--- src/design/swad_pkg.sv ---
// Shared types and constants for the sliding window aggregate deque.
// Used by the top level, swad_combine and the testbench; depends on nothing else.
package swad_pkg;

    localparam int OPCODE_W = 3;
    localparam int DATA_W   = 32;
    localparam int COUNT_W  = 11;
    localparam int STATUS_W = 2;
    localparam int MODE_W   = 2;
    localparam int IN_TDATA_W  = 40;
    localparam int OUT_TDATA_W = 48;

    typedef enum logic [OPCODE_W-1:0] {
        OP_PUSH_FRONT = 3'd0,
        OP_PUSH_BACK  = 3'd1,
        OP_POP_FRONT  = 3'd2,
        OP_POP_BACK   = 3'd3,
        OP_CLEAR      = 3'd4
    } opcode_t;

    typedef enum logic [STATUS_W-1:0] {
        ST_OK    = 2'd0,
        ST_EMPTY = 2'd1,
        ST_FULL  = 2'd2
    } status_t;

    typedef enum logic [MODE_W-1:0] {
        MODE_ADD = 2'd0,
        MODE_MIN = 2'd1,
        MODE_MAX = 2'd2,
        MODE_XOR = 2'd3
    } mode_t;

    typedef enum logic [2:0] {
        S_IDLE,
        S_EXEC,
        S_POP_RD,
        S_POP_WAIT,
        S_COPY,
        S_DONE
    } state_t;

endpackage

--- src/design/swad_combine.sv ---
// Fold operator of the deque: wrapping add, unsigned min, unsigned max or xor.
// Depends on swad_pkg.
module swad_combine #(
    parameter int WIDTH = 32
) (
    input  swad_pkg::mode_t   mode,
    input  logic [WIDTH-1:0]  a,
    input  logic [WIDTH-1:0]  b,
    output logic [WIDTH-1:0]  y
);

    always_comb
    begin
        case (mode)
            swad_pkg::MODE_ADD: y = a + b;
            swad_pkg::MODE_MIN: y = (a < b) ? a : b;
            swad_pkg::MODE_MAX: y = (a > b) ? a : b;
            swad_pkg::MODE_XOR: y = a ^ b;
            default:            y = a ^ b;
        endcase
    end

endmodule

--- config.mk ---
export PLATFORM = sky130hd
export DESIGN_NAME = swad_combine
export DESIGN_NICKNAME = d
export VERILOG_FILES = /design/src/design/swad_pkg.sv /design/src/design/swad_combine.sv
export SDC_FILE = /design/constraint.sdc
export NUM_CORES = 1
export LEC_CHECK = 0
export BUFFER_PORTS_ARGS = -buffer_cell sky130_fd_sc_hd__clkbuf_2
export CELL_PAD_IN_SITES_DETAIL_PLACEMENT = 0
export CELL_PAD_IN_SITES_GLOBAL_PLACEMENT = 1
export CORE_ASPECT_RATIO = 1.5
export CORE_MARGIN = 2
export CORE_UTILIZATION = 44
export DETAILED_ROUTE_END_ITERATION = 6
export PLACE_DENSITY = 0.95
export SYNTH_ARGS = -nofsm -noshare
export SYNTH_HDL_FRONTEND = slang
export SYNTH_SLANG_ARGS = --single-unit
--- constraint.sdc ---
create_clock -name vclk -period 7.4
set_input_delay 1.48 -clock vclk [all_inputs]
set_output_delay 1.48 -clock vclk [all_outputs]
set_load 0.03 [all_outputs]
==> results.toml, run 1 <==
[status]
outcome = "completed"

[logic_synthesis]
synth_cell_types = 77
yosysWarnings = 0
synthTopCellsByCount = "ha_1 (63), inv_1 (58), o21ai_0 (50)"
synth_area_um2 = 4220
synth_most_common_cell = "ha_1"
synth_top_area_share_pct = 18.68
ys_seq_area_share_pct = 0
synth_area_leaders = "ha_1 (19%), mux2i_1 (5.9%), o21ai_0 (5.9%)"
synth_largest_area_cell = "ha_1"
avgSynthCellArea_um2 = 6.796
syn_nets = 751
synth_cells = 621

[final_layout]
drive_gt1_share_pct = 19.33
antenna_cells = 0
post-route-util_pct = 50.18
regArea_um2 = 0
design_area_um2 = 4671
num-nets-final = 815
syn2layout_area_growth_pct = 10.67
seq_cells = 0
clockBufferCount = 0
layout.cells.non_filler = 795

[timing]
worst_slack_ns = 0.8758
whs_ns = 3.395
tns_ns = 0
worst_slew_pin_slew_ns = 1.065
relSlewSlack_pct = 28.98
slew_violations = 0
finalHoldViolations = 0
fin_crit_ns = 6.524
finalSetupViolations = 0
fin_crit_sh_pct = 88.17
rsz0062_at_grt = "false"
max_freq_ghz = 0.1533

[job]
maxCapViolCount = 0

[setup_path]
required_ns = 5.92
cp_top_family = "simple AND/OR/NAND/NOR gates"
critPathMaxFanout = 16
crit_path_cell_trace = "clkbuf_2 -> inv_1 -> ha_1 -> nand4_1 -> or4_1 -> a31oi_2 -> or2_1 -> buf_4 -> o21ai_0 -> a221oi_1 -> and4_1 -> clkbuf_2"
setup.worst_path.end_class = "primary output"
cp-start-kind = "input pin"
worst-setup-path-type = "input pin to primary output"
slowest_delay_ns = 0.59
arrival_ns = 5.04
worst-path-buf-inv = 4
cpMostUsedCell = "clkbuf_2"
slowest_stage = "or4_1"

[drt]
vias = 5175
wirelength_um = 14830
first_pass_iters = 7
wl_per_cell_um = 18.65
drc = 0
ant_nets = 0
viasPerCell = 6.509
drt-initial-drc-count = 558

[global_route]
grt_start_max_net_pins = 54
grt_pass1_vias = 5004
track_usage_pct = 27.50
grt_pass1_wl_um = 23830
globalRouteOverflowTotal = 0
antenna_found_initial = 0

[pwr]
p_leak_nw = 2.177
vdd_drop_max_v = 0.00005218
power_density_nw_per_um2 = 95.76
finalPower_uw = 447.3

[cts]
post_cts_buffers = 0
holdBufCountCts = 0
cts_resized = 0

[die]
ios = 98
die_w_um = 83.97
die-area_um2 = 10410
core-area_um2 = 9308
start_util_pct = 45.34
die_h_um = 123.9
rows = 43

[place]
dpl.hpwl_um = 11370
io_buffers = 98
dp_slack_ns = 0.9518
dpl-instance-area_um2 = 4671
routabilityCongestion = 0.9633
dp.cells = 795

[worst_hold_path]
hold_path.class = "input pin to primary output"
cell type report:
class	instances	area (µm²)
Timing Repair Buffer	106	550.5
Multi-Input combinational cell	516	3751
Fill cell	998	4637
Tap cell	112	140.1
Inverter	61	229.0
cells by family after synthesis:
family | count (synthesis) | share of synthesized area [%]
AO/OA/AOI/OAI | 224 | 36.50
XOR/XNOR | 5 | 1.038
adder cells (fa/ha/maj) | 64 | 19.15
buffers and inverters | 105 | 11.18
multiplexers | 40 | 10.20
AND/OR/NAND/NOR | 183 | 21.94
cells in the final DEF, fill, tap and decap left out, types with 5 or more instances in the layout:
cell       instances
clkbuf_2          98
o211ai_1          16
nand3_1           11
a22oi_1            7
mux2_2             7
o21bai_1           5
mux2_1             7
a211oi_1          11
nor2b_1           11
o22ai_1            5
nand4_1           10
a21oi_1           49
nand2_1           39
inv_1             58
o31ai_1            8
a21o_1             5
a2bb2oi_1          5
buf_4              8
ha_1              63
o21ai_1            7
a221oi_1           6
nand2b_1           9
o21ai_0           50
mux2i_1           25
nor3_1            23
a221o_1            7
nor2_1            46
report_power, final:
part	total (mW)	internal, mW	switching [mW]
Combinational	0.447	0.161	0.286
Clock	0	0	0
Sequential	0	0	0
tightest hold or removal path: cells and delay by family:
family        cells  cell delay (ns)
buf+inv           2             0.27
simple gates      2             0.15
metal layers:
layer | part of all wire [%] | GRT usage [%]
met4 | 4.4 | 12.70
met5 | 0 | 0
met2 | 50 | 51.10
met1 | 38 | 31.34
met3 | 7.7 | 3.181
path summary, 6_finish.rpt:
| path | depth (start not counted) | slack [ns] | from | end |
|---|---|---|---|---|
| setup / recovery | 12 | 0.88 | b[23] | y[17] |
| hold / removal | 4 | 3.39 | b[20] | y[20] |
No activity file was read; power rests on OpenSTA's default activity.
==> inputs of run 2 (changes only) <==
- CELL_PAD_IN_SITES_DETAIL_PLACEMENT: 0 -> 1
==> results.toml, run 2 (synthesized netlist as in run 1, its figures left out) <==
[global_route]
track_usage_pct = 32.08
antenna_found_initial = 0
grt_pass1_wl_um = 27520
globalRouteOverflowTotal = 0
grt_start_max_net_pins = 54
grt_pass1_vias = 5702

[die]
die-area_um2 = 10410
core-area_um2 = 9308
die_w_um = 83.97
rows = 43
ios = 98
die_h_um = 123.9
start_util_pct = 45.34

[drt]
drc = 0
wirelength_um = 17180
first_pass_iters = 7
viasPerCell = 6.780
wl_per_cell_um = 21.61
vias = 5390
drt-initial-drc-count = 463
ant_nets = 0

[final_layout]
layout.cells.non_filler = 795
final_cell_mix = "clkbuf_2 (98), ha_1 (63), inv_1 (58), o21ai_0 (50), a21oi_1 (49)"
regArea_um2 = 0
drive_gt1_share_pct = 19.33
seq_cells = 0
syn2layout_area_growth_pct = 10.67
final_common_cell = "clkbuf_2"
fillers = 1280
clockBufferCount = 0
num-nets-final = 815
post-route-util_pct = 50.18
antenna_cells = 0

[pwr]
power_density_nw_per_um2 = 99.29
p_leak_nw = 2.177
vdd_drop_max_v = 0.00004980
finalPower_uw = 463.8

[cts]
holdBufCountCts = 0
post_cts_buffers = 0
cts_resized = 0

[timing]
worst_slew_pin_slew_ns = 1.091
max_freq_ghz = 0.1507
rsz0062_at_grt = "false"
fin_crit_ns = 6.637
tns_ns = 0
worst_slack_ns = 0.7632
finalHoldViolations = 0
finalSetupViolations = 0
fin_crit_sh_pct = 89.69
slew_violations = 0
relSlewSlack_pct = 27.27

[worst_hold_path]
min_from = "a[20]"
hold_path.class = "input pin to primary output"

[setup_path]
worst-path-buf-inv = 4
worst-setup-path-type = "input pin to primary output"
cpMostUsedCell = "clkbuf_2"
slowest_delay_ns = 0.61
cp-start-kind = "input pin"
required_ns = 5.92
crit_path_cell_trace = "clkbuf_2 -> inv_1 -> ha_1 -> nand4_1 -> or4_1 -> a31oi_2 -> o21a_4 -> buf_4 -> mux2i_1 -> a22oi_1 -> a31oi_1 -> clkbuf_2"
arrival_ns = 5.16
slowest_stage = "or4_1"
cp-startpoint = "b[23]"
critPathMaxFanout = 26
setup.worst_path.end_class = "primary output"
cp_top_family = "compound AO/OA/AOI/OAI gates"

[place]
dp.cells = 795
routabilityCongestion = 0.9633
io_buffers = 98
dpl.hpwl_um = 13520
dp_slack_ns = 0.8635

[job]
maxCapViolCount = 0

[status]
outcome = "completed"
run 2: cell counts in the layout (fill, tap and decap cells not counted):
Identical to the previous run, type by type.
run 2: area by class of cell:
class	instances	area, µm²	share of cell area, %
multi-input combinational	516	3751	80.31
timing repair buffer	106	550.5	11.79
inverter	61	229.0	4.902
tap	112	140.1	3.000
run 2: final timing paths:
check	to	slack [ns]	cells after the start
setup / recovery	y[31]	0.76	12
hold / removal	y[20]	3.40	4
run 2: routing by layer:
| layer | part of all wire, % | wire length (µm) | vias to the layer above | global-route usage (%) |
|---|---|---|---|---|
| met5 | 0 | 0 | - | 0 |
| li1 | - | - | 2436 | - |
| met4 | 5.9 | 1014 | 0 | 18.85 |
| met3 | 6.4 | 1103 | 94 | 3.247 |
| met1 | 37 | 6307 | 2564 | 34.29 |
| met2 | 51 | 8756 | 296 | 60.80 |
run 2: worst min-delay path: cells and delay by family:
family / cells / cell delay (ns)
buffers and inverters: 2 / 0.28
AND/OR/NAND/NOR: 2 / 0.16
run 2: per-stage QoR:
stage | cell area [µm²] | hold slack (ns)
2_1_floorplan | 4220 | 3.176
3_3_place_gp | 4671 | 3.380
3_5_place_dp | 4671 | 3.400
4_1_cts | 4671 | 3.400
5_1_grt | 4671 | 3.450
6_report | 4671 | 3.398
run 2: power breakdown:
part | leakage (nW) | switching (mW) | internal (mW)
registers | 0 | 0 | 0
logic | 2.18 | 0.302 | 0.162
clock network | 0 | 0 | 0
total | 2.18 | 0.302 | 0.162
